==> src/design/sarr_pkg.sv <==
// Shared types, constants and a helper function of the sensor alert scheduler.
package sarr_pkg;

    localparam int QUEUE_SLOTS = 4;
    localparam int SLOT_W      = $clog2(QUEUE_SLOTS);
    localparam int CNT_W       = $clog2(QUEUE_SLOTS + 1);

    localparam int SENSORS   = 4;
    localparam int SENSOR_W  = 2;
    localparam int PRESS_W   = 16;
    localparam int ENTRY_W   = SENSOR_W + PRESS_W;
    localparam int TRACK_W   = 5;
    localparam int OCC_W     = 3;
    localparam int CFG_IDX_W = 3;
    localparam int CFG_W     = 16;

    localparam logic [TRACK_W-1:0] TRK_ANNOUNCE  = 5'd14;
    localparam logic [TRACK_W-1:0] TRK_HIGH_BASE = 5'd18;
    localparam logic [TRACK_W-1:0] TRK_LOW_BASE  = 5'd22;
    localparam logic [TRACK_W-1:0] TRK_LEAK_BASE = 5'd26;
    localparam logic [TRACK_W-1:0] TRK_MAX       = 5'd26;
    localparam logic [TRACK_W-1:0] VOICE_SHIFT   = 5'd13;

    localparam logic [PRESS_W-1:0] WAIT_MAX = 16'hFFFF;

    typedef enum logic [1:0] {
        REQ_ADD  = 2'd0,
        REQ_POLL = 2'd1,
        REQ_TICK = 2'd2,
        REQ_NONE = 2'd3
    } t_req;

    typedef enum logic [CFG_IDX_W-1:0] {
        CFG_HIGH    = 3'd0,
        CFG_LOW     = 3'd1,
        CFG_LEAK    = 3'd2,
        CFG_TIMEOUT = 3'd3,
        CFG_MALE    = 3'd4,
        CFG_VOICE   = 3'd5
    } t_cfg_idx;

    // The male voice set holds the same phrases thirteen tracks lower.
    function automatic logic [TRACK_W-1:0] map_voice(input logic [TRACK_W-1:0] t,
                                                     input logic male);
        logic [TRACK_W-1:0] res;
        res = t;
        if (male && t >= TRK_ANNOUNCE && t <= TRK_MAX) begin
            res = t - VOICE_SHIFT;
        end
        return res;
    endfunction

endpackage

==> src/design/sarr_ram.sv <==
// Generic single-port-write, single-port-read RAM with a registered read.
module sarr_ram #(
    parameter int WIDTH = 8,
    parameter int DEPTH = 4
) (
    input  logic                     i_clk,
    input  logic                     i_we,
    input  logic [$clog2(DEPTH)-1:0] i_waddr,
    input  logic [WIDTH-1:0]         i_wdata,
    input  logic                     i_re,
    input  logic [$clog2(DEPTH)-1:0] i_raddr,
    output logic [WIDTH-1:0]         o_rdata
);

    logic [WIDTH-1:0] r_mem [DEPTH];
    logic [WIDTH-1:0] r_rdata;

    always_ff @(posedge i_clk) begin
        if (i_we) begin
            r_mem[i_waddr] <= i_wdata;
        end
        if (i_re) begin
            r_rdata <= r_mem[i_raddr];
        end
    end

    assign o_rdata = r_rdata;

endmodule

==> src/design/sarr_track.sv <==
// Pressure classification into alert tracks, followed by the voice mapping.
module sarr_track (
    input  logic [sarr_pkg::PRESS_W-1:0]  i_pressure,
    input  logic [sarr_pkg::SENSOR_W-1:0] i_sensor,
    input  logic [sarr_pkg::PRESS_W-1:0]  i_high,
    input  logic [sarr_pkg::PRESS_W-1:0]  i_low,
    input  logic [sarr_pkg::PRESS_W-1:0]  i_leak,
    input  logic                          i_male,
    output logic [sarr_pkg::TRACK_W-1:0]  o_track,
    output logic                          o_hit
);
    import sarr_pkg::*;

    logic [TRACK_W-1:0] raw;
    logic [TRACK_W-1:0] sens_ext;

    assign sens_ext = TRACK_W'(i_sensor);

    // High is tested first, then low, then the leak band above the low limit.
    always_comb begin
        raw = '0;
        if (i_pressure > i_high) begin
            raw = TRK_HIGH_BASE - sens_ext;
        end else if (i_pressure < i_low) begin
            raw = TRK_LOW_BASE - sens_ext;
        end else if (i_pressure < i_leak && i_pressure > i_low) begin
            raw = TRK_LEAK_BASE - sens_ext;
        end
    end

    assign o_hit   = (raw != '0);
    assign o_track = map_voice(raw, i_male);

endmodule

==> src/design/sensor_alert_round_robin_scheduler.sv <==
// Top level of the sensor alert scheduler: sequencer, slot memory and configuration.
//
//   Channel   Direction  Handshake                  Payload
//   request   in         start high, busy low       i_req_type, i_sensor_id, i_pressure
//   result    out        o_done, one cycle          o_track_valid, o_track, o_dropped,
//                                                   o_occupancy
//   config    in         i_cfg_we                   i_cfg_idx, i_cfg_wdata
//
// One transaction is worked on at a time. A tick or an unused request code goes from
// acceptance straight to the decision state, which sets the registered result strobe.
// An add or a poll first scans the slot memory, one read per slot, then decides: an
// add finishes there. A poll that serves an entry reads that slot again for its
// pressure, in a fetch state and then a serve state, before the strobe.
// Reset is synchronous and active low; it clears the valid bits, the wait state, the
// seen mask and the configuration to its defaults. The slot memory itself is not
// cleared: a slot's contents are only used while its valid bit is set. The receiver
// cannot stall, so every result strobe is shown for exactly one cycle.
module sensor_alert_round_robin_scheduler (
    input  logic                            i_clk,
    input  logic                            i_rst_n,
    // Request channel.
    input  logic                            start,
    output logic                            busy,
    input  logic [1:0]                      i_req_type,
    input  logic [sarr_pkg::SENSOR_W-1:0]   i_sensor_id,
    input  logic [sarr_pkg::PRESS_W-1:0]    i_pressure,
    // Result channel.
    output logic                            o_done,
    output logic                            o_track_valid,
    output logic [sarr_pkg::TRACK_W-1:0]    o_track,
    output logic                            o_dropped,
    output logic [sarr_pkg::OCC_W-1:0]      o_occupancy,
    // Configuration port.
    input  logic                            i_cfg_we,
    input  logic [sarr_pkg::CFG_IDX_W-1:0]  i_cfg_idx,
    input  logic [sarr_pkg::CFG_W-1:0]      i_cfg_wdata
);
    import sarr_pkg::*;

    typedef enum logic [4:0] {
        S_IDLE   = 5'b00001,
        S_SCAN   = 5'b00010,
        S_DECIDE = 5'b00100,
        S_FETCH  = 5'b01000,
        S_SERVE  = 5'b10000
    } t_state;

    // Control state.
    t_state                 r_state, n_state;
    logic [QUEUE_SLOTS-1:0] r_valid, n_valid;
    logic [SENSOR_W-1:0]    r_wait, n_wait;
    logic [PRESS_W-1:0]     r_wcnt, n_wcnt;
    logic [SENSORS-1:0]     r_seen, n_seen;
    logic                   r_alerts, n_alerts;
    logic                   r_done, n_done;
    logic [CNT_W-1:0]       r_cnt, n_cnt;
    logic                   r_rd_vld, n_rd_vld;

    // Configuration registers.
    logic [PRESS_W-1:0]     r_high, r_low, r_leak, r_tmo;
    logic                   r_male, r_von;

    // Transaction payload and scan results.
    t_req                   r_req, n_req;
    logic [SENSOR_W-1:0]    r_sid, n_sid;
    logic [PRESS_W-1:0]     r_prs, n_prs;
    logic [SLOT_W-1:0]      r_rd_idx, n_rd_idx;
    logic [SENSORS-1:0]     r_present, n_present;
    logic [SLOT_W-1:0]      r_idx_of [SENSORS];
    logic [SLOT_W-1:0]      r_srv_idx, n_srv_idx;

    // Result registers.
    logic                   r_track_valid, n_track_valid;
    logic [TRACK_W-1:0]     r_track, n_track;
    logic                   r_dropped, n_dropped;
    logic [OCC_W-1:0]       r_occ, n_occ;

    // Slot memory port.
    logic                   ram_we;
    logic [SLOT_W-1:0]      ram_waddr;
    logic [ENTRY_W-1:0]     ram_wdata;
    logic                   ram_re;
    logic [SLOT_W-1:0]      ram_raddr;
    logic [ENTRY_W-1:0]     ram_rdata;
    logic [SENSOR_W-1:0]    rd_sensor;

    // Decision helpers.
    logic                   any_free;
    logic [SLOT_W-1:0]      first_free;
    logic                   rr_found;
    logic [SENSOR_W-1:0]    rr_sensor;
    logic [SENSOR_W-1:0]    sel_sensor;
    logic [SLOT_W-1:0]      sel_idx;
    logic                   fin;
    logic                   idx_we;

    // Track unit outputs.
    logic [TRACK_W-1:0]     trk_track;
    logic                   trk_hit;

    // Each entry holds the sensor in its upper bits and the pressure below.
    sarr_ram #(
        .WIDTH (ENTRY_W),
        .DEPTH (QUEUE_SLOTS)
    ) u_slots (
        .i_clk   (i_clk),
        .i_we    (ram_we),
        .i_waddr (ram_waddr),
        .i_wdata (ram_wdata),
        .i_re    (ram_re),
        .i_raddr (ram_raddr),
        .o_rdata (ram_rdata)
    );

    assign rd_sensor = ram_rdata[PRESS_W +: SENSOR_W];

    sarr_track u_track (
        .i_pressure (ram_rdata[PRESS_W-1:0]),
        .i_sensor   (rd_sensor),
        .i_high     (r_high),
        .i_low      (r_low),
        .i_leak     (r_leak),
        .i_male     (r_male),
        .o_track    (trk_track),
        .o_hit      (trk_hit)
    );

    // Lowest free slot, taken from the valid bits without touching the memory.
    always_comb begin
        any_free   = 1'b0;
        first_free = '0;
        for (int i = QUEUE_SLOTS - 1; i >= 0; i--) begin
            if (!r_valid[i]) begin
                any_free   = 1'b1;
                first_free = SLOT_W'(i);
            end
        end
    end

    // Round robin search: the first present sensor after the awaited one. Four steps
    // cover every sensor, the awaited one last.
    always_comb begin
        logic [SENSOR_W-1:0] cand;
        rr_found  = 1'b0;
        rr_sensor = r_wait;
        for (int k = SENSORS - 1; k >= 1; k--) begin
            cand = r_wait + SENSOR_W'(k);
            if (r_present[cand]) begin
                rr_found  = 1'b1;
                rr_sensor = cand;
            end
        end
        if (!rr_found && r_present[r_wait]) begin
            rr_found  = 1'b1;
            rr_sensor = r_wait;
        end
    end

    // The slot of the sensor that an add replaces or a poll serves.
    always_comb begin
        if (r_req == REQ_ADD) begin
            sel_sensor = r_sid;
        end else if (r_present[r_wait]) begin
            sel_sensor = r_wait;
        end else begin
            sel_sensor = rr_sensor;
        end
    end

    assign sel_idx = r_idx_of[sel_sensor];

    // Sequencer. Only one transaction is in flight, so every write to the memory lands
    // before the next scan reads it: the sequencer itself is the interlock.
    always_comb begin
        n_state       = r_state;
        n_valid       = r_valid;
        n_wait        = r_wait;
        n_wcnt        = r_wcnt;
        n_seen        = r_seen;
        n_alerts      = r_alerts;
        n_done        = 1'b0;
        n_cnt         = r_cnt;
        n_rd_vld      = 1'b0;
        n_req         = r_req;
        n_sid         = r_sid;
        n_prs         = r_prs;
        n_rd_idx      = r_rd_idx;
        n_present     = r_present;
        n_srv_idx     = r_srv_idx;
        n_track_valid = r_track_valid;
        n_track       = r_track;
        n_dropped     = r_dropped;
        n_occ         = r_occ;
        ram_we        = 1'b0;
        ram_waddr     = first_free;
        ram_wdata     = {r_sid, r_prs};
        ram_re        = 1'b0;
        ram_raddr     = r_cnt[SLOT_W-1:0];
        idx_we        = 1'b0;
        fin           = 1'b0;

        case (r_state)
            S_IDLE: begin
                if (start) begin
                    n_req     = t_req'(i_req_type);
                    n_sid     = i_sensor_id;
                    n_prs     = i_pressure;
                    n_present = '0;
                    n_cnt     = '0;
                    if (t_req'(i_req_type) == REQ_ADD || t_req'(i_req_type) == REQ_POLL) begin
                        n_state = S_SCAN;
                    end else begin
                        n_state = S_DECIDE;
                    end
                end
            end

            S_SCAN: begin
                // Reads are issued back to back; each one is sorted in the cycle after it is issued.
                if (r_cnt != CNT_W'(QUEUE_SLOTS)) begin
                    ram_re   = 1'b1;
                    n_rd_vld = 1'b1;
                    n_rd_idx = r_cnt[SLOT_W-1:0];
                    n_cnt    = r_cnt + CNT_W'(1);
                end else begin
                    n_state = S_DECIDE;
                end
                if (r_rd_vld && r_valid[r_rd_idx]) begin
                    n_present[rd_sensor] = 1'b1;
                    idx_we               = 1'b1;
                end
            end

            S_DECIDE: begin
                case (r_req)
                    REQ_ADD: begin
                        n_seen[r_sid] = 1'b1;
                        fin           = 1'b1;
                        if (r_present[r_sid]) begin
                            ram_we     = 1'b1;
                            ram_waddr  = sel_idx;
                            n_valid[sel_idx] = 1'b1;
                        end else if (any_free) begin
                            ram_we     = 1'b1;
                            ram_waddr  = first_free;
                            n_valid[first_free] = 1'b1;
                        end else begin
                            n_dropped = 1'b1;
                        end
                    end
                    REQ_POLL: begin
                        if (!r_alerts && r_seen == '1) begin
                            // The announcement plays once if the voice is on, and serves nothing.
                            n_alerts = 1'b1;
                            fin      = 1'b1;
                            if (r_von) begin
                                n_track_valid = 1'b1;
                                n_track       = map_voice(TRK_ANNOUNCE, r_male);
                            end
                        end else if (r_valid == '0) begin
                            n_wait = '0;
                            n_wcnt = '0;
                            fin    = 1'b1;
                        end else if (r_present[r_wait] || r_wcnt >= r_tmo) begin
                            // The queue is not empty, so the round robin search hits.
                            n_wcnt    = '0;
                            n_srv_idx = sel_idx;
                            n_state   = S_FETCH;
                        end else begin
                            fin = 1'b1;
                        end
                    end
                    REQ_TICK: begin
                        if (r_wcnt != WAIT_MAX) begin
                            n_wcnt = r_wcnt + PRESS_W'(1);
                        end
                        fin = 1'b1;
                    end
                    default: begin
                        fin = 1'b1;
                    end
                endcase
            end

            S_FETCH: begin
                ram_re    = 1'b1;
                ram_raddr = r_srv_idx;
                n_state   = S_SERVE;
            end

            S_SERVE: begin
                // Before the announcement an entry is still removed, but stays silent.
                n_valid[r_srv_idx] = 1'b0;
                n_wait             = rd_sensor + SENSOR_W'(1);
                n_wcnt             = '0;
                fin                = 1'b1;
                if (r_alerts && trk_hit && r_von) begin
                    n_track_valid = 1'b1;
                    n_track       = trk_track;
                end
            end

            default: begin
                n_state = S_IDLE;
            end
        endcase

        if (fin) begin
            n_state = S_IDLE;
            n_done  = 1'b1;
            n_occ   = '0;
            for (int i = 0; i < QUEUE_SLOTS; i++) begin
                n_occ = n_occ + OCC_W'(n_valid[i]);
            end
        end

        // Result fields read as zero unless this transaction sets them.
        if (r_state == S_IDLE && start) begin
            n_track_valid = 1'b0;
            n_track       = '0;
            n_dropped     = 1'b0;
        end
    end

    always_ff @(posedge i_clk) begin
        if (!i_rst_n) begin
            r_state  <= S_IDLE;
            r_valid  <= '0;
            r_wait   <= '0;
            r_wcnt   <= '0;
            r_seen   <= '0;
            r_alerts <= 1'b0;
            r_done   <= 1'b0;
            r_cnt    <= '0;
            r_rd_vld <= 1'b0;
        end else begin
            r_state  <= n_state;
            r_valid  <= n_valid;
            r_wait   <= n_wait;
            r_wcnt   <= n_wcnt;
            r_seen   <= n_seen;
            r_alerts <= n_alerts;
            r_done   <= n_done;
            r_cnt    <= n_cnt;
            r_rd_vld <= n_rd_vld;
        end
    end

    // Configuration writes; an index beyond the list is ignored.
    always_ff @(posedge i_clk) begin
        if (!i_rst_n) begin
            r_high <= 16'd300;
            r_low  <= 16'd200;
            r_leak <= 16'd230;
            r_tmo  <= 16'd20000;
            r_male <= 1'b0;
            r_von  <= 1'b1;
        end else if (i_cfg_we) begin
            case (t_cfg_idx'(i_cfg_idx))
                CFG_HIGH:    r_high <= i_cfg_wdata;
                CFG_LOW:     r_low  <= i_cfg_wdata;
                CFG_LEAK:    r_leak <= i_cfg_wdata;
                CFG_TIMEOUT: r_tmo  <= i_cfg_wdata;
                CFG_MALE:    r_male <= i_cfg_wdata[0];
                CFG_VOICE:   r_von  <= i_cfg_wdata[0];
                default:     ;
            endcase
        end
    end

    always_ff @(posedge i_clk) begin
        r_req         <= n_req;
        r_sid         <= n_sid;
        r_prs         <= n_prs;
        r_rd_idx      <= n_rd_idx;
        r_present     <= n_present;
        r_srv_idx     <= n_srv_idx;
        r_track_valid <= n_track_valid;
        r_track       <= n_track;
        r_dropped     <= n_dropped;
        r_occ         <= n_occ;
        if (idx_we) begin
            r_idx_of[rd_sensor] <= r_rd_idx;
        end
    end

    assign busy          = (r_state != S_IDLE);
    assign o_done        = r_done;
    assign o_track_valid = r_track_valid;
    assign o_track       = r_track;
    assign o_dropped     = r_dropped;
    assign o_occupancy   = r_occ;

    // An accepted transaction always keeps the block busy in the next cycle.
    assert property (@(posedge i_clk) disable iff (!i_rst_n)
        (start && !busy) |=> busy)
        else $error("accepted transaction did not make the block busy");

    // The reported occupancy matches the valid bits it was taken from.
    assert property (@(posedge i_clk) disable iff (!i_rst_n)
        o_done |-> (o_occupancy == OCC_W'($countones(r_valid))))
        else $error("occupancy disagrees with the valid bits");

    // A dropped add never plays a track.
    assert property (@(posedge i_clk) disable iff (!i_rst_n)
        o_done && o_dropped |-> !o_track_valid)
        else $error("dropped add issued a track");

    // The pressure fetch is always followed by the serve step.
    assert property (@(posedge i_clk) disable iff (!i_rst_n)
        (r_state == S_FETCH) |=> (r_state == S_SERVE))
        else $error("fetch not followed by serve");

endmodule

==> config.mk <==
export PLATFORM = sky130hd
export DESIGN_NAME = sensor_alert_round_robin_scheduler
export DESIGN_NICKNAME = d
export VERILOG_FILES = /design/src/design/sarr_pkg.sv /design/src/design/sarr_ram.sv /design/src/design/sarr_track.sv /design/src/design/sensor_alert_round_robin_scheduler.sv
export SDC_FILE = /design/constraint.sdc
export NUM_CORES = 1
export LEC_CHECK = 0
export BUFFER_PORTS_ARGS = -buffer_cell sky130_fd_sc_hd__buf_2
export CORE_ASPECT_RATIO = 0.5
export CORE_UTILIZATION = 45
export CTS_BUF_LIST = sky130_fd_sc_hd__clkbuf_4 sky130_fd_sc_hd__clkbuf_8
export DETAILED_ROUTE_END_ITERATION = 12
export PLACE_DENSITY = 0.7
export SLEW_MARGIN = 20
export SYNTH_ARGS = -nofsm -noshare
export SYNTH_HDL_FRONTEND = slang
export SYNTH_SLANG_ARGS = --single-unit
export TNS_END_PERCENT = 1
==> constraint.sdc <==
create_clock -name i_clk -period 3.1 [get_ports i_clk]
set_input_delay 0.31 -clock i_clk [delete_from_list [all_inputs] [get_ports i_clk]]
set_output_delay 0.31 -clock i_clk [all_outputs]
set_load 0.03 [all_outputs]
## Yosys cells after proc, flatten, opt, wreduce, memory -nomap -nowiden

Memory sizes are Yosys's and may differ from the RTL's. A register that Yosys moved wholly into a read port is not among the register bits.
Index checks and enable logic that the tools add are counted.

| storage, ports and cells | value |
|---|---|
| register bits after elaboration | 141 |
| bits in writable memories | 80 |
| input bits | 43 |
| output and inout port bits | 12 |
| memories kept | 2 |

Memory list:

| name | depth | width | read ports | clocked after Yosys merged registers in | write ports | RTL line | source |
|---|---|---|---|---|---|---|---|
| u_slots.r_mem | 4 | 18 | 1 | 1 | 1 | sarr_ram.sv:15 | `logic [WIDTH-1:0] r_mem [DEPTH];` |
| r_idx_of | 4 | 2 | 1 | 0 | 1 | sensor_alert_round_robin_scheduler.sv:69 | `logic [SLOT_W-1:0] r_idx_of [SENSORS];` |

| cells by class | value |
|---|---|
| add/subtract/negate cells | 13 |
| $lt $le $gt $ge | 22 |
| eq/ne operators | 33 |
| multiplexer cells | 104 |
| bitwise logic cells | 12 |
| reductions and logical operators | 45 |

Operators with widths:

| cell | count |
|---|---|
| 5-bit 2-to-1 mux | 14 |
| 16-bit 2-to-1 mux | 4 |
| 16-bit case mux with 2 select lines | 2 |
| 1-bit 2-to-1 mux | 38 |
| 2-bit 2-to-1 mux | 17 |
| 16-bit greater-than comparator | 2 |
| 16-bit less-than comparator | 2 |
| 2-bit by 3-bit less-than comparator with 1-bit output, second input constant | 10 |
| 5-bit case mux with 5 select lines | 1 |
| 4-bit 2-to-1 mux | 6 |
| 2-bit != test, second input constant | 11 |
| 2-bit AND reduction | 10 |
| 16-bit by 1-bit adder with 16-bit output, second input constant | 1 |
| 16-bit >= comparator | 1 |
| 16-bit != test, second input constant | 1 |
| 4-bit bitwise OR | 4 |
| 4-bit case mux with 2 select lines | 2 |
| 5-bit AND reduction | 3 |
| 1-bit logical AND | 14 |
| 1-bit binary-select mux with 2-bit select | 6 |
| 1-bit demux with 2-bit select | 5 |
| 2-bit by 1-bit >= comparator with 1-bit output, second input constant | 5 |
| 5-bit case mux with 2 select lines | 1 |
| 5-bit by 2-bit subtractor with 5-bit output, first input constant | 2 |
| other kinds (44) | 67 |

## Longest topological paths before layout

Gate-level depths: netlist (run 1).
An unclocked memory read counts as a cell.

| depth | value |
|---|---|
| depth in word-level cells | 23 |
| mapped depth | 16 |

## Hierarchy

A second synthesis (run 1) with hierarchy kept.

| second synthesis, totals | value |
|---|---|
| cells, all modules | 1080 |
| area total of the unflattened synthesis | 11431.0 sq um |

By module, submodules not included:

| module | instances | cells an instance | area each (sq um) |
|---|---|---|---|
| sensor_alert_round_robin_scheduler | 1 | 766 | 6747.7 |
| sarr_ram | 1 | 116 | 3210.6 |
| sarr_track | 1 | 198 | 1472.7 |

## Worst setup path after synthesis (run 1)

Ideal clock, no wire load.

| path | value |
|---|---|
| kind | reg2reg |
| start | register r_wait[1] |
| end | register r_occ[1] (netlist: o_occupancy[1]), data pin |
| setup time | 0.261 ns |
| arrival time | 2.924 ns |
| data required time | 2.839 ns |
| slack | -0.085 ns |
| cell stages (with the launch flop) | 14 |
| path through | dfxtp_1 clkbuf_1 nor3_1 a2111oi_0 o31a_2 mux2i_1 mux2_2 inv_2 a32o_1 a21oi_1 nor2_1 fa_1 ha_1 ha_1 |

| on the way | value |
|---|---|
| elaborated cells between the ends (all ways) | 35 |
| classes of those cells | add/sub (6); order compare (2); mux (22); bitwise (1); reduce/logical (3); memory (1) |

RTL lines:

| what | RTL line | source |
|---|---|---|
| from (decl) | sensor_alert_round_robin_scheduler.sv:51 | `logic [SENSOR_W-1:0] r_wait, n_wait;` |
| from (signal assigned) | sensor_alert_round_robin_scheduler.sv:339 | `r_wait <= n_wait;` |
| 2-bit adder | sensor_alert_round_robin_scheduler.sv:147 | `cand = r_wait + SENSOR_W'(k);` |
| 1-bit binary-select mux with 2-bit select | sensor_alert_round_robin_scheduler.sv:148 | `if (r_present[cand]) begin` |
| 1-bit 2-to-1 mux (implied by the code) | sensor_alert_round_robin_scheduler.sv:148 |  |
| 1-bit 2-to-1 mux (3 in a row) | sensor_alert_round_robin_scheduler.sv:148 |  |
| 1-bit zero test | sensor_alert_round_robin_scheduler.sv:153 | `if (!rr_found && r_present[r_wait]) begin` |
| 1-bit logical AND | sensor_alert_round_robin_scheduler.sv:153 |  |
| 2-bit 2-to-1 mux | sensor_alert_round_robin_scheduler.sv:153 |  |
| 2-bit 2-to-1 mux (*) | sensor_alert_round_robin_scheduler.sv:163 | `end else if (r_present[r_wait]) begin` |
| (+2 left out) | n/a |  |
| named net sel_idx[1] | sensor_alert_round_robin_scheduler.sv:93 | `logic [SLOT_W-1:0] sel_idx;` |
| (+2 left out) | n/a |  |
| 1-bit 2-to-1 mux (implied by the code) | sensor_alert_round_robin_scheduler.sv:242 | `n_valid[sel_idx] = 1'b1;` |
| 1-bit demux with 2-bit select (*) | sensor_alert_round_robin_scheduler.sv:242 |  |
| 4-bit bitwise OR (no source line) (*) | n/a |  |
| 4-bit 2-to-1 mux (*) | sensor_alert_round_robin_scheduler.sv:239 | `if (r_present[r_sid]) begin` |
| 4-bit 2-to-1 mux (*) | sensor_alert_round_robin_scheduler.sv:235 | `case (r_req)` |
| 4-bit case mux with 2 select lines (*) | sensor_alert_round_robin_scheduler.sv:202 | `case (r_state)` |
| named net n_valid[3] | sensor_alert_round_robin_scheduler.sv:50 | `logic [QUEUE_SLOTS-1:0] r_valid, n_valid;` |
| 3-bit by 1-bit adder with 3-bit output (*) | sensor_alert_round_robin_scheduler.sv:313 | `n_occ = n_occ + OCC_W'(n_valid[i]);` |
| to (signal assigned) | sensor_alert_round_robin_scheduler.sv:381 | `r_occ <= n_occ;` |
| to (decl) | sensor_alert_round_robin_scheduler.sv:76 | `logic [OCC_W-1:0] r_occ, n_occ;` |

The timed path passes the listed nets; every way through them passes the cells marked *. The select of a mux whose other input is x is not followed.
A chain may end at the register's enable or synchronous reset.

## Final worst setup path (run 1)

| path | value |
|---|---|
| start | register r_present[3] |
| end | register r_occ[1] (netlist: o_occupancy[1]), data pin |

| on the way | value |
|---|---|
| longest elaborated chain between the ends | 22 |
| elaborated cells between the ends (all ways) | 34 |
| classes of those cells | add/sub (3); order compare (2); mux (24); bitwise (1); reduce/logical (3); memory (1) |

RTL lines:

| what | RTL line | source |
|---|---|---|
| from (decl) | sensor_alert_round_robin_scheduler.sv:68 | `logic [SENSORS-1:0] r_present, n_present;` |
| from (signal assigned) | sensor_alert_round_robin_scheduler.sv:376 | `r_present <= n_present;` |
| 1-bit binary-select mux with 2-bit select | sensor_alert_round_robin_scheduler.sv:148 |  |
| 1-bit 2-to-1 mux (implied by the code) | sensor_alert_round_robin_scheduler.sv:148 |  |
| 1-bit 2-to-1 mux (3 in a row) | sensor_alert_round_robin_scheduler.sv:148 |  |
| 1-bit zero test | sensor_alert_round_robin_scheduler.sv:153 |  |
| 1-bit logical AND | sensor_alert_round_robin_scheduler.sv:153 |  |
| 2-bit 2-to-1 mux | sensor_alert_round_robin_scheduler.sv:153 |  |
| 2-bit 2-to-1 mux (*) | sensor_alert_round_robin_scheduler.sv:163 |  |
| 2-bit 2-to-1 mux (*) | sensor_alert_round_robin_scheduler.sv:161 | `if (r_req == REQ_ADD) begin` |
| (+1 left out) | n/a |  |
| named net sel_idx[0] | sensor_alert_round_robin_scheduler.sv:93 |  |
| (+4 left out) | n/a |  |
| 4-bit bitwise OR (no source line) (*) | n/a |  |
| 4-bit 2-to-1 mux (*) | sensor_alert_round_robin_scheduler.sv:239 |  |
| 4-bit 2-to-1 mux (*) | sensor_alert_round_robin_scheduler.sv:235 |  |
| 4-bit case mux with 2 select lines (*) | sensor_alert_round_robin_scheduler.sv:202 |  |
| named net n_valid[0] | sensor_alert_round_robin_scheduler.sv:50 |  |
| 1-bit by 1-bit adder with 2-bit output (*) | sensor_alert_round_robin_scheduler.sv:313 |  |
| 2-bit by 1-bit adder with 3-bit output (*) | sensor_alert_round_robin_scheduler.sv:313 |  |
| 3-bit by 1-bit adder with 3-bit output (*) | sensor_alert_round_robin_scheduler.sv:313 |  |

Marked as above.

==> impl_metrics.prom, run 1 <==
# TYPE chip_impl_metric gauge
chip_impl_info{name="status",value="finished, violations left"} 1
chip_impl_info{name="failed_checks",value="setup timing"} 1
chip_impl_metric{name="rrSetupSlack",unit="ns"} -0.09
chip_impl_info{name="timing.hold.worst.class",value="input pin to flip-flop"} 1
chip_impl_info{name="root_buffer_cell",value="sky130_fd_sc_hd__clkbuf_8"} 1
chip_impl_info{name="synthTopCellsByArea",value="sky130_fd_sc_hd__edfxtp_1 34%, sky130_fd_sc_hd__dfxtp_1 20%, sky130_fd_sc_hd__ha_1 8.3%"} 1
chip_impl_metric{name="critical_path_required",unit="ns"} 3.40
chip_impl_metric{name="power_density",unit="nW/um^2"} 542
chip_impl_metric{name="design_power_total",unit="uW"} 7270
chip_impl_metric{name="grt_pass1_wl",unit="mm"} 43.1
chip_impl_metric{name="dp_hpwl",unit="mm"} 19.5
chip_impl_info{name="setup.worst_path.end_class",value="flip-flop"} 1
chip_impl_metric{name="die_width",unit="um"} 226
chip_impl_metric{name="asyncSetResetFlopFracSynth",unit="%"} 0
chip_impl_metric{name="tritoncts.num_buffers",unit=""} 36
chip_impl_info{name="r2r-start",value="r_present[3]"} 1
chip_impl_info{name="synth.largest_area_cell",value="sky130_fd_sc_hd__edfxtp_1"} 1
chip_impl_metric{name="ys_seq_area_share",unit="%"} 53.9
chip_impl_info{name="yosysMostFrequentCell",value="sky130_fd_sc_hd__nand2_1"} 1
chip_impl_metric{name="report.final.hold_viol_count",unit=""} 0
chip_impl_metric{name="grt-ovfl-total",unit=""} 0
chip_impl_metric{name="setup_viol",unit=""} 5
chip_impl_metric{name="fmax",unit="GHz"} 0.314
chip_impl_metric{name="clock_skew",unit="ns"} 0.0253
chip_impl_metric{name="die_h",unit="um"} 114
chip_impl_metric{name="drt_first_pass_iters",unit=""} 5
chip_impl_metric{name="cts_htree_levels",unit=""} 2
chip_impl_metric{name="grt_pass1_vias",unit=""} 8209
chip_impl_metric{name="design.final.nets",unit=""} 1289
chip_impl_metric{name="routed-via-count",unit=""} 8418
chip_impl_metric{name="period_share",unit="%"} 103
chip_impl_metric{name="die_area",unit="sq um"} 25700
chip_impl_metric{name="numClockSinks",unit=""} 239
chip_impl_info{name="cp_common_cell",value="sky130_fd_sc_hd__ha_4"} 1
chip_impl_metric{name="drc",unit=""} 0
chip_impl_metric{name="synth_enable_flop_cells",unit=""} 129
chip_impl_metric{name="synthDistinctLibCells",unit=""} 73
chip_impl_metric{name="total_global_route_track_usage",unit="%"} 21.6
chip_impl_metric{name="gp_routability_congestion",unit=""} 0.910
chip_impl_info{name="synth.cells.most_frequent",value="163 x sky130_fd_sc_hd__nand2_1, 129 x sky130_fd_sc_hd__edfxtp_1, 110 x sky130_fd_sc_hd__dfxtp_1, 78 x sky130_fd_sc_hd__inv_1, 75 x sky130_fd_sc_hd__ha_1"} 1
chip_impl_metric{name="timing.reg2reg.worst_path_depth",unit=""} 12
chip_impl_metric{name="detail_route.iter0.violations",unit=""} 677
chip_impl_metric{name="fraction_of_final_layout_cells_with_drive_strength_greater_than_1",unit="%"} 19.7
chip_impl_info{name="worstSetupPathType",value="flip-flop to flip-flop"} 1
chip_impl_metric{name="critical-path-max-stage-delay",unit="ns"} 0.59
chip_impl_metric{name="max_slew_violation_total_from_the_final_report",unit=""} 0
chip_impl_metric{name="vdd_drop_max",unit="mV"} 0.245
chip_impl_info{name="rsz0062_at_grt",value="yes"} 1
chip_impl_metric{name="row_count",unit=""} 40
chip_impl_metric{name="arrival",unit="ns"} 3.49
chip_impl_info{name="critPathCapture",value="o_occupancy[1]"} 1
chip_impl_metric{name="drt-total-wl",unit="mm"} 27.1
chip_impl_info{name="holdCritStartpoint",value="i_cfg_wdata[4]"} 1
chip_impl_metric{name="mappedNetlistNets",unit=""} 1154
chip_impl_metric{name="drtAntennaViolNets",unit=""} 0
chip_impl_metric{name="area_growth",unit="%"} 19.0
chip_impl_metric{name="routed_via_density",unit=""} 5.49
chip_impl_info{name="setup.worst_path.start",value="r_present[3]"} 1
chip_impl_info{name="worst_path_cell_with_the_longest_stage_delay",value="sky130_fd_sc_hd__fa_1"} 1
chip_impl_metric{name="synth_largest_type_area_fraction",unit="%"} 34.4
chip_impl_metric{name="port-buffer-count",unit=""} 54
chip_impl_metric{name="period_needed",unit="ns"} 3.19
chip_impl_metric{name="cap_viol_max_count",unit=""} 0
chip_impl_metric{name="coreArea",unit="sq um"} 24300
chip_impl_metric{name="syn_area",unit="sq um"} 11300
chip_impl_info{name="cts_tree",value="built"} 1
chip_impl_metric{name="yosysWarnings",unit=""} 0
chip_impl_metric{name="worst_slack",unit="ns"} -0.0883
chip_impl_metric{name="detailed_route_wire_length_per_cell",unit="um"} 17.7
chip_impl_metric{name="worstSkewPairLatency",unit="ns"} 0.55
chip_impl_info{name="rr_endpoint",value="o_occupancy[1]"} 1
chip_impl_metric{name="syn-instance-count",unit=""} 1035
chip_impl_metric{name="initial_core_util",unit="%"} 46.4
chip_impl_metric{name="clock_path_buffers",unit=""} 3
chip_impl_info{name="crit_chain",value="buf_4 -> o21a_1 -> o31a_2 -> mux2i_1 -> mux2_4 -> inv_4 -> o21ai_1 -> a21oi_1 -> nor2_1 -> fa_1 -> ha_4 -> ha_4"} 1
chip_impl_metric{name="timing.setup.tns",unit="ns"} -0.213
chip_impl_metric{name="grt_max_degree",unit=""} 48
chip_impl_info{name="setup.worst_path.start_class",value="flip-flop"} 1
chip_impl_metric{name="synth_register_bits",unit=""} 239
chip_impl_metric{name="synthesis.area_per_instance",unit="sq um"} 10.9
chip_impl_metric{name="p_leak",unit="uW"} 0.00504
chip_impl_info{name="synth_flop_cell",value="sky130_fd_sc_hd__edfxtp_1"} 1
chip_impl_metric{name="filler_cell_count",unit=""} 2032
chip_impl_metric{name="path_clk_slew",unit="ns"} 0.06
chip_impl_metric{name="antennaDiodeCount",unit=""} 0
chip_impl_metric{name="max-slew-margin-rel",unit="%"} 45.7
chip_impl_metric{name="actual_transition_at_the_worst_max_transition_pin",unit="ns"} 0.814
chip_impl_metric{name="number_of_antenna_violations_at_the_first_check_in_global_routing",unit=""} 0
chip_impl_metric{name="cp_max_fo",unit=""} 5
chip_impl_metric{name="top_level_ports",unit=""} 55
==> metrics by stage <==
step / hold slack (ns) / util, % / cells / setup slack, ns / area [sq um]
final: 0.0677 / 55.3 / 1533 / -0.0883 / 13400
after global routing: 0.0781 / 55.3 / 1533 / -0.234 / 13400
after CTS: 0.0540 / 54.5 / 1528 / -0.121 / 13200
after detailed placement: 0.453 / 50.3 / 1440 / -0.223 / 12200
after global placement: 0.451 / 50.3 / 1440 / -0.118 / 12200
after floorplan: 0.409 / - / 1035 / -0.0355 / 11300
==> where the power goes <==
part / leakage, uW / switching, uW / total (uW) / internal (uW)
logic: 0.00258 / 544 / 979 / 435
registers: 0.00206 / 95.5 / 3600 / 3500
clock network: 0.000397 / 1250 / 2690 / 1450
==> how the worst min path moves through the flow <==
stage | endpoint | slack, ns | depth (start not counted)
after floorplan | r_prs[0] | 0.41 | 0
after CTS | r_tmo[4] | 0.05 | 3
final | r_high[4] | 0.07 | 3
after global routing | r_tmo[8] | 0.08 | 3
after global placement | r_high[14] | 0.45 | 2
after detailed placement | o_track[3] | 0.45 | 2
==> layer usage <==
layer	track usage, %	vias up	part of all wire, %	routed length [um]
met2	33.6	258	45	12100
met5	0	-	0	0
met4	5.26	0	1.7	448
met3	4.28	44	6.7	1810
met1	30.9	4113	47	12800
li1	-	4003	-	-
==> repair_timing <==
item                                   CTS  global route
gates cloned                             0             0
buffers inserted                         3             5
hold buffers                            20             0
setup endpoints to repair                9             9
pin swaps                                4            15
endpoints found under the hold margin   20             0
resized for setup                       12            26
==> cells by family (layout without fill, tap and decap cells) <==
| kind of cell | count (synthesis) | count (layout) | share of synthesized area [%] |
|---|---|---|---|
| xor gates and xnor gates | 2 | 2 | 0.155 |
| muxes | 32 | 32 | 5.29 |
| buffers and inverters | 116 | 278 | 4.32 |
| AOI/OAI and AO/OA | 211 | 211 | 12.8 |
| and+or+nand+nor | 359 | 359 | 15.0 |
| adders and majority gates | 76 | 76 | 8.50 |
| DFF | 239 | 239 | 53.9 |
==> state kept, by name, summed over array words and instances (netlist names), 2 cells and up <==
| register | count |
|---|---|
| r_valid | 4 |
| r_wcnt | 16 |
| r_srv_idx | 2 |
| r_sid | 2 |
| r_idx_of | 8 |
| u_slots.r_mem | 72 |
| r_rd_idx | 2 |
| u_slots.o_rdata | 18 |
| r_seen | 4 |
| r_state | 5 |
| o_track | 5 |
| r_wait | 2 |
| r_tmo | 16 |
| r_cnt | 3 |
| o_occupancy | 3 |
| r_high | 16 |
| r_present | 4 |
| r_leak | 16 |
| r_req | 2 |
| r_low | 16 |
| r_prs | 16 |
==> area by class of cell <==
class / count / area, sq um / share of cell area [%]
flip-flops and latches: 239 / 6080 / 45.3
multi-input cells: 680 / 4910 / 36.6
repair buffers: 133 / 946 / 7.05
clock buffers: 52 / 647 / 4.82
well taps: 336 / 420 / 3.13
inverters: 80 / 303 / 2.26
clock inverters: 13 / 108 / 0.802
==> worst max-delay path, delay by kind of cell, from the launching register on <==
family                   cells  cell delay [ns]
flip-flops                   1             0.45
multiplexers                 2             0.43
adder cells (fa/ha/maj)      3             0.92
AND/OR/NAND/NOR              1             0.08
buffers and inverters        2             0.25
AO/OA/AOI/OAI                4             0.80
==> placed cells by master, fill, tap and decap left out, drive strengths merged, types with 3 or more instances in the layout <==
cell,n
nor2b,17
mux2i,9
or3,7
a21o,9
o21ai,39
and3,12
o211ai,22
nand3,22
a31oi,15
nor3b,3
a21boi,49
o311ai,10
a211o,4
nand2b,11
nand2,163
dfxtp,110
clkinv,11
dlygate4sd3,20
o31ai,4
o21a,7
ha,75
nor2,57
clkbuf,52
buf,113
inv,81
and2,19
a41oi,3
nor3,18
a21oi,30
nand4,17
mux4,21
edfxtp,129
Power figures use the tool's default switching activity.
==> run 2, diff against run 1 <==
--- a/config.mk
+++ b/config.mk
@@ -5,13 +5,14 @@
 export SDC_FILE = /design/constraint.sdc
 export NUM_CORES = 1
 export LEC_CHECK = 0
-export BUFFER_PORTS_ARGS = -buffer_cell sky130_fd_sc_hd__buf_2
+export BUFFER_PORTS_ARGS = -buffer_cell sky130_fd_sc_hd__buf_4
 export CORE_ASPECT_RATIO = 0.5
 export CORE_UTILIZATION = 45
 export CTS_BUF_LIST = sky130_fd_sc_hd__clkbuf_4 sky130_fd_sc_hd__clkbuf_8
 export DETAILED_ROUTE_END_ITERATION = 12
 export PLACE_DENSITY = 0.7
-export SLEW_MARGIN = 20
+export REMOVE_ABC_BUFFERS = 1
+export SLEW_MARGIN = 10
 export SYNTH_ARGS = -nofsm -noshare
 export SYNTH_HDL_FRONTEND = slang
 export SYNTH_SLANG_ARGS = --single-unit
==> impl_metrics.prom, run 2 (synthesis gave the netlist of run 1 again) <==
# TYPE chip_impl_metric gauge
chip_impl_info{name="status",value="finished, violations left"} 1
chip_impl_info{name="failed_checks",value="setup timing"} 1
chip_impl_metric{name="fin_worst_hold_slack",unit="ns"} 0.0386
chip_impl_metric{name="worstHoldPathCells",unit=""} 3
chip_impl_info{name="setup.worst_path.end_class",value="flip-flop"} 1
chip_impl_metric{name="largest_register_ff_count",unit=""} 72
chip_impl_metric{name="arrival",unit="ns"} 3.74
chip_impl_info{name="timing.hold.worst.class",value="input pin to flip-flop"} 1
chip_impl_metric{name="cts.repair_timing.setup_buffer_count",unit=""} 0
chip_impl_metric{name="fmax",unit="GHz"} 0.305
chip_impl_metric{name="place_ws",unit="ns"} -0.351
chip_impl_metric{name="p_leak",unit="uW"} 0.00506
chip_impl_metric{name="rrSetupSlack",unit="ns"} -0.18
chip_impl_info{name="root_buffer_cell",value="sky130_fd_sc_hd__clkbuf_8"} 1
chip_impl_metric{name="timing.reg2reg.worst_path_depth",unit=""} 14
chip_impl_metric{name="detailed_route_wire_length_per_cell",unit="um"} 17.1
chip_impl_metric{name="dp_hpwl",unit="mm"} 18.7
chip_impl_metric{name="area_growth",unit="%"} 19.1
chip_impl_metric{name="drt-total-wl",unit="mm"} 26.2
chip_impl_metric{name="path_clk_slew",unit="ns"} 0.07
chip_impl_metric{name="fraction_of_final_layout_cells_with_drive_strength_greater_than_1",unit="%"} 18.8
chip_impl_info{name="setup.worst_path.start_class",value="flip-flop"} 1
chip_impl_metric{name="worstSkewPairLatency",unit="ns"} 0.54
chip_impl_metric{name="grt_pass1_vias",unit=""} 8066
chip_impl_info{name="cts_tree",value="built"} 1
chip_impl_metric{name="cts_htree_levels",unit=""} 2
chip_impl_metric{name="port-buffer-count",unit=""} 54
chip_impl_metric{name="numClockSinks",unit=""} 239
chip_impl_info{name="holdCritStartpoint",value="i_cfg_wdata[7]"} 1
chip_impl_metric{name="max_slew_violation_total_from_the_final_report",unit=""} 0
chip_impl_metric{name="tritoncts.num_buffers",unit=""} 36
chip_impl_info{name="rr_endpoint",value="o_track[1]"} 1
chip_impl_metric{name="clock_skew",unit="ns"} 0.0234
chip_impl_metric{name="cap_viol_max_count",unit=""} 0
chip_impl_metric{name="die_area",unit="sq um"} 25700
chip_impl_metric{name="power_density",unit="nW/um^2"} 543
chip_impl_metric{name="routed-via-count",unit=""} 8283
chip_impl_metric{name="drc",unit=""} 0
chip_impl_info{name="rsz0062_at_grt",value="yes"} 1
chip_impl_metric{name="cp_max_fo",unit=""} 4
chip_impl_metric{name="actual_transition_at_the_worst_max_transition_pin",unit="ns"} 0.879
chip_impl_metric{name="row_count",unit=""} 40
chip_impl_metric{name="total_global_route_track_usage",unit="%"} 20.9
chip_impl_metric{name="period_needed",unit="ns"} 3.28
chip_impl_metric{name="period_share",unit="%"} 106
chip_impl_metric{name="report.final.hold_viol_count",unit=""} 0
chip_impl_metric{name="worst_slack",unit="ns"} -0.178
chip_impl_metric{name="max-slew-margin-rel",unit="%"} 41.4
chip_impl_metric{name="top_level_ports",unit=""} 55
chip_impl_metric{name="setup_viol",unit=""} 7
chip_impl_info{name="mostFrequentLayoutCell",value="sky130_fd_sc_hd__nand2_1"} 1
chip_impl_metric{name="grt_pass1_wl",unit="mm"} 42.0
chip_impl_metric{name="routed_via_density",unit=""} 5.41
chip_impl_metric{name="gp_routability_congestion",unit=""} 0.912
chip_impl_info{name="top_register",value="u_slots.r_mem"} 1
chip_impl_metric{name="die_h",unit="um"} 114
chip_impl_metric{name="initial_core_util",unit="%"} 46.4
chip_impl_info{name="worst_min_delay_path_endpoint",value="r_low[7]"} 1
chip_impl_metric{name="vdd_drop_max",unit="mV"} 0.271
chip_impl_metric{name="coreArea",unit="sq um"} 24300
chip_impl_metric{name="detail_route.iter0.violations",unit=""} 620
chip_impl_metric{name="design_power_total",unit="uW"} 7290
chip_impl_metric{name="clock_path_buffers",unit=""} 3
chip_impl_info{name="worstSetupPathType",value="flip-flop to flip-flop"} 1
chip_impl_info{name="r2r-start",value="u_slots.o_rdata[14]"} 1
chip_impl_metric{name="number_of_antenna_violations_at_the_first_check_in_global_routing",unit=""} 0
chip_impl_info{name="mostFrequentLayoutCells",value="163 x sky130_fd_sc_hd__nand2_1, 129 x sky130_fd_sc_hd__edfxtp_1, 112 x sky130_fd_sc_hd__buf_4"} 1
chip_impl_metric{name="drtAntennaViolNets",unit=""} 0
chip_impl_metric{name="design.final.nets",unit=""} 1289
chip_impl_metric{name="grt-ovfl-total",unit=""} 0
chip_impl_metric{name="antennaDiodeCount",unit=""} 0
chip_impl_metric{name="die_width",unit="um"} 226
chip_impl_metric{name="drt_first_pass_iters",unit=""} 5
chip_impl_metric{name="critical_path_required",unit="ns"} 3.56
chip_impl_metric{name="grt_max_degree",unit=""} 82
==> run 2: changes by cell type in the layout (fill, tap and decap cells not counted), sizes merged <==
| cell | delta |
|---|---|
| clkinv | -7 |
| clkbuf | +5 |
==> run 2: stage by stage <==
step	std cells	utilization, %	instance area (sq um)	TNS [ns]
floorplan	999	-	11100	-0.0678
global placement	1448	51.0	12400	-2.02
detailed placement	1448	51.0	12400	-2.14
CTS	1531	55.2	13400	-0.600
global route	1531	55.3	13400	-2.14
finish	1531	55.3	13400	-0.697
==> run 2: final cells by class <==
type / count / area [sq um]
fillers: 2031 / 10800
flip-flops and latches: 239 / 6080
multi-input cells: 680 / 4800
repair buffers: 133 / 1060
clock buffers: 57 / 691
well taps: 336 / 420
inverters: 80 / 300
clock inverters: 6 / 78.8
==> run 2: worst max path at each step <==
stage	startpoint	to	cells past startpoint
after CTS	r_present[0]	o_occupancy[1]	12
after global placement	r_present[0]	o_occupancy[1]	12
final	u_slots.o_rdata[14]	o_track[1]	14
after floorplan	r_present[3]	o_occupancy[1]	12
after detailed placement	r_present[0]	o_occupancy[1]	12
after global routing	r_present[0]	o_occupancy[1]	12
==> run 2: critical path, stage by stage, from the launching register on <==
cell	delay (ns)
sky130_fd_sc_hd__edfxtp_1	0.46
sky130_fd_sc_hd__ha_1	0.38
sky130_fd_sc_hd__nand4_2	0.15
sky130_fd_sc_hd__nor4_1	0.33
sky130_fd_sc_hd__nor3_1	0.10
sky130_fd_sc_hd__and3_2	0.22
sky130_fd_sc_hd__nor3_2	0.20
sky130_fd_sc_hd__buf_4	0.15
sky130_fd_sc_hd__nand2b_1	0.15
sky130_fd_sc_hd__ha_1	0.19
sky130_fd_sc_hd__nor2b_1	0.07
sky130_fd_sc_hd__a31oi_2	0.24
sky130_fd_sc_hd__nand2_1	0.08
sky130_fd_sc_hd__a211o_1	0.30
sky130_fd_sc_hd__a31oi_1	0.16
==> run 2: per-layer routing <==
layer / vias up / GRT usage, % / wire length, um
li1: 4016 / - / -
met1: 4025 / 29.7 / 12500
met2: 201 / 32.8 / 11800
met3: 41 / 3.45 / 1390
met4: 0 / 6.39 / 546
met5: - / 0 / 0
==> run 2: where the power goes <==
group / switching (uW) / internal [uW] / total (uW)
Sequential: 90.0 / 3510 / 3600
Clock: 1230 / 1510 / 2740
Combinational: 525 / 433 / 958
==> run 2: what timing repair did <==
item,CTS,global route
gates cloned,0,0
pin swaps,4,2
endpoints found under the hold margin,20,0
endpoints found under the setup margin,9,9
hold buffers,20,0
gates resized for setup,9,6
==> run 3, diff against run 2 <==
--- a/config.mk
+++ b/config.mk
@@ -10,7 +10,7 @@
 export CORE_UTILIZATION = 45
 export CTS_BUF_LIST = sky130_fd_sc_hd__clkbuf_4 sky130_fd_sc_hd__clkbuf_8
 export DETAILED_ROUTE_END_ITERATION = 12
-export PLACE_DENSITY = 0.7
+export PLACE_DENSITY = 0.68
 export REMOVE_ABC_BUFFERS = 1
 export SLEW_MARGIN = 10
 export SYNTH_ARGS = -nofsm -noshare
==> constraint.sdc (replaced) <==
create_clock -name i_clk -period 3.6 [get_ports i_clk]
set_input_delay 0.36 -clock i_clk [delete_from_list [all_inputs] [get_ports i_clk]]
set_output_delay 0.36 -clock i_clk [all_outputs]
set_load 0.03 [all_outputs]
==> impl_metrics.prom, run 3 (synthesis gave the netlist of run 1 again) <==
# TYPE chip_impl_metric gauge
chip_impl_info{name="status",value="complete, no violations"} 1
chip_impl_metric{name="timing.setup.tns",unit="ns"} 0
chip_impl_metric{name="die_width",unit="um"} 226
chip_impl_metric{name="routed-via-count",unit=""} 8138
chip_impl_metric{name="grt_pass1_wl",unit="mm"} 42.4
chip_impl_metric{name="gp_routability_congestion",unit=""} 0.894
chip_impl_metric{name="drt_first_pass_iters",unit=""} 5
chip_impl_metric{name="dp_hpwl",unit="mm"} 18.7
chip_impl_metric{name="area_growth",unit="%"} 16.0
chip_impl_metric{name="arrival",unit="ns"} 3.73
chip_impl_info{name="top_register",value="u_slots.r_mem"} 1
chip_impl_metric{name="row_count",unit=""} 40
chip_impl_info{name="setup.worst_path.start_class",value="flip-flop"} 1
chip_impl_metric{name="cap_viol_max_count",unit=""} 0
chip_impl_info{name="rsz0062_at_grt",value="no"} 1
chip_impl_metric{name="antennaDiodeCount",unit=""} 0
chip_impl_metric{name="numClockSinks",unit=""} 239
chip_impl_info{name="root_buffer_cell",value="sky130_fd_sc_hd__clkbuf_8"} 1
chip_impl_info{name="worstSetupPathType",value="flip-flop to flip-flop"} 1
chip_impl_metric{name="die_area",unit="sq um"} 25700
chip_impl_info{name="mostFrequentLayoutCells",value="163 x sky130_fd_sc_hd__nand2_1, 129 x sky130_fd_sc_hd__edfxtp_1, 110 x sky130_fd_sc_hd__dfxtp_1"} 1
chip_impl_metric{name="max-slew-margin-rel",unit="%"} 26.2
chip_impl_metric{name="worstHoldPathCells",unit=""} 1
chip_impl_metric{name="timing.reg2reg.worst_path_depth",unit=""} 12
chip_impl_metric{name="design.final.nets",unit=""} 1253
chip_impl_metric{name="detail_route.iter0.violations",unit=""} 636
chip_impl_metric{name="period_share",unit="%"} 95.5
chip_impl_metric{name="rrSetupSlack",unit="ns"} 0.16
chip_impl_metric{name="grt-ovfl-total",unit=""} 0
chip_impl_metric{name="report.final.hold_viol_count",unit=""} 0
chip_impl_metric{name="actual_transition_at_the_worst_max_transition_pin",unit="ns"} 1.11
chip_impl_metric{name="clock_skew",unit="ns"} 0.0196
chip_impl_info{name="cts_tree",value="built"} 1
chip_impl_metric{name="dp_cells",unit=""} 1409
chip_impl_metric{name="clock_path_buffers",unit=""} 3
chip_impl_metric{name="cp_max_fo",unit=""} 9
chip_impl_info{name="mostFrequentLayoutCell",value="sky130_fd_sc_hd__nand2_1"} 1
chip_impl_metric{name="drc",unit=""} 0
chip_impl_metric{name="grt_max_degree",unit=""} 76
chip_impl_metric{name="drt-total-wl",unit="mm"} 26.8
chip_impl_metric{name="power_density",unit="nW/um^2"} 475
chip_impl_metric{name="max_slew_violation_total_from_the_final_report",unit=""} 0
chip_impl_metric{name="number_of_antenna_violations_at_the_first_check_in_global_routing",unit=""} 0
chip_impl_metric{name="fraction_of_final_layout_cells_with_drive_strength_greater_than_1",unit="%"} 16.2
chip_impl_metric{name="final_cell_area",unit="sq um"} 13100
chip_impl_metric{name="fmax",unit="GHz"} 0.291
chip_impl_metric{name="setup_viol",unit=""} 0
chip_impl_metric{name="initial_core_util",unit="%"} 46.4
chip_impl_metric{name="grt_pass1_vias",unit=""} 8019
chip_impl_metric{name="top_level_ports",unit=""} 55
chip_impl_info{name="setup.worst_path.end_class",value="flip-flop"} 1
chip_impl_metric{name="port-buffer-count",unit=""} 54
chip_impl_metric{name="p_leak",unit="uW"} 0.00487
chip_impl_metric{name="die_h",unit="um"} 114
chip_impl_metric{name="detailed_route_wire_length_per_cell",unit="um"} 17.9
chip_impl_metric{name="fin_cells",unit=""} 1497
chip_impl_metric{name="period_needed",unit="ns"} 3.44
chip_impl_metric{name="cts_htree_levels",unit=""} 2
chip_impl_metric{name="dpl-instance-area",unit="sq um"} 12100
chip_impl_metric{name="vdd_drop_max",unit="mV"} 0.220
chip_impl_metric{name="coreArea",unit="sq um"} 24300
chip_impl_metric{name="worstSkewPairLatency",unit="ns"} 0.54
chip_impl_metric{name="largest_register_ff_count",unit=""} 72
chip_impl_metric{name="critical_path_required",unit="ns"} 3.89
chip_impl_metric{name="routed_via_density",unit=""} 5.44
chip_impl_metric{name="drtAntennaViolNets",unit=""} 0
chip_impl_info{name="timing.hold.worst.class",value="input pin to flip-flop"} 1
chip_impl_metric{name="path_clk_slew",unit="ns"} 0.06
chip_impl_metric{name="tritoncts.num_buffers",unit=""} 36
chip_impl_metric{name="total_global_route_track_usage",unit="%"} 21.3
run 3: changes by cell type in the layout (fill, tap and decap cells not counted), moves of 2 or more:
cell,delta
sky130_fd_sc_hd__clkinv_2,+2
sky130_fd_sc_hd__clkbuf_8,-2
sky130_fd_sc_hd__buf_4,-34
sky130_fd_sc_hd__nor2_2,+2
sky130_fd_sc_hd__o21ai_0,+2
sky130_fd_sc_hd__clkbuf_4,+2
sky130_fd_sc_hd__inv_8,+2
sky130_fd_sc_hd__clkinv_8,-2
sky130_fd_sc_hd__o21ai_1,-2
run 3: final timing paths:
| check | start | endpoint |
|---|---|---|
| max | r_present[3] | o_occupancy[1] |
| min reg2reg | r_tmo[12] | r_tmo[12] |
| max reg2reg | r_present[3] | o_occupancy[1] |
| min | i_pressure[6] | r_prs[6] |
run 3: stage by stage:
stage | util [%] | setup WS [ns] | hold WS, ns | power (uW)
floorplan | - | 0.439 | 0.432 | 3600
global placement | 49.8 | 0.141 | 0.451 | 3880
detailed placement | 49.8 | 0.0472 | 0.458 | 3910
CTS | 53.7 | 0.0441 | 0.00376 | 6240
global route | 53.9 | 0.0149 | 0.0000241 | 6470
finish | 53.9 | 0.161 | 0.0249 | 6210
run 3: routing by layer:
layer,vias to the layer above,global-route usage [%],wire length [um]
met5,-,0.569,0
met4,0,5.67,503
met3,46,3.63,1450
met2,221,32.5,11700
met1,3932,31.3,13200
li1,3939,-,-
run 3: report_power, final:
group	leakage [uW]	internal [uW]	switching [uW]	total [uW]
combinational	0.00241	334	441	775
clock	0.000405	1280	1050	2330
sequential	0.00206	3020	87.6	3110
total	0.00487	4630	1580	6210
run 3: area by class of cell:
cell class	count	area, sq um
timing repair buffer	97	776
fill	2083	11200
sequential	239	6080
clock inverter	8	73.8
multi-input combinational	680	4760
inverter	80	300
clock buffer	57	678
tap	336	420
run 3: what timing repair did:
item | CTS | global route
endpoints found under the setup margin | 0 | 6
hold endpoints to repair | 19 | 0
buffers inserted | 0 | 4
hold buffers | 19 | 0
gates resized for setup | 0 | 7
run 3: worst max-delay path, stage by stage (launching register included):
cell	delay [ns]
sky130_fd_sc_hd__edfxtp_1	0.49
sky130_fd_sc_hd__and3b_1	0.23
sky130_fd_sc_hd__a2111oi_1	0.28
sky130_fd_sc_hd__o31a_2	0.26
sky130_fd_sc_hd__mux2i_1	0.20
sky130_fd_sc_hd__mux2_2	0.20
sky130_fd_sc_hd__inv_2	0.06
sky130_fd_sc_hd__a32o_1	0.27
sky130_fd_sc_hd__a21oi_2	0.17
sky130_fd_sc_hd__nor2_1	0.08
sky130_fd_sc_hd__fa_1	0.48
sky130_fd_sc_hd__ha_1	0.21
sky130_fd_sc_hd__ha_1	0.27
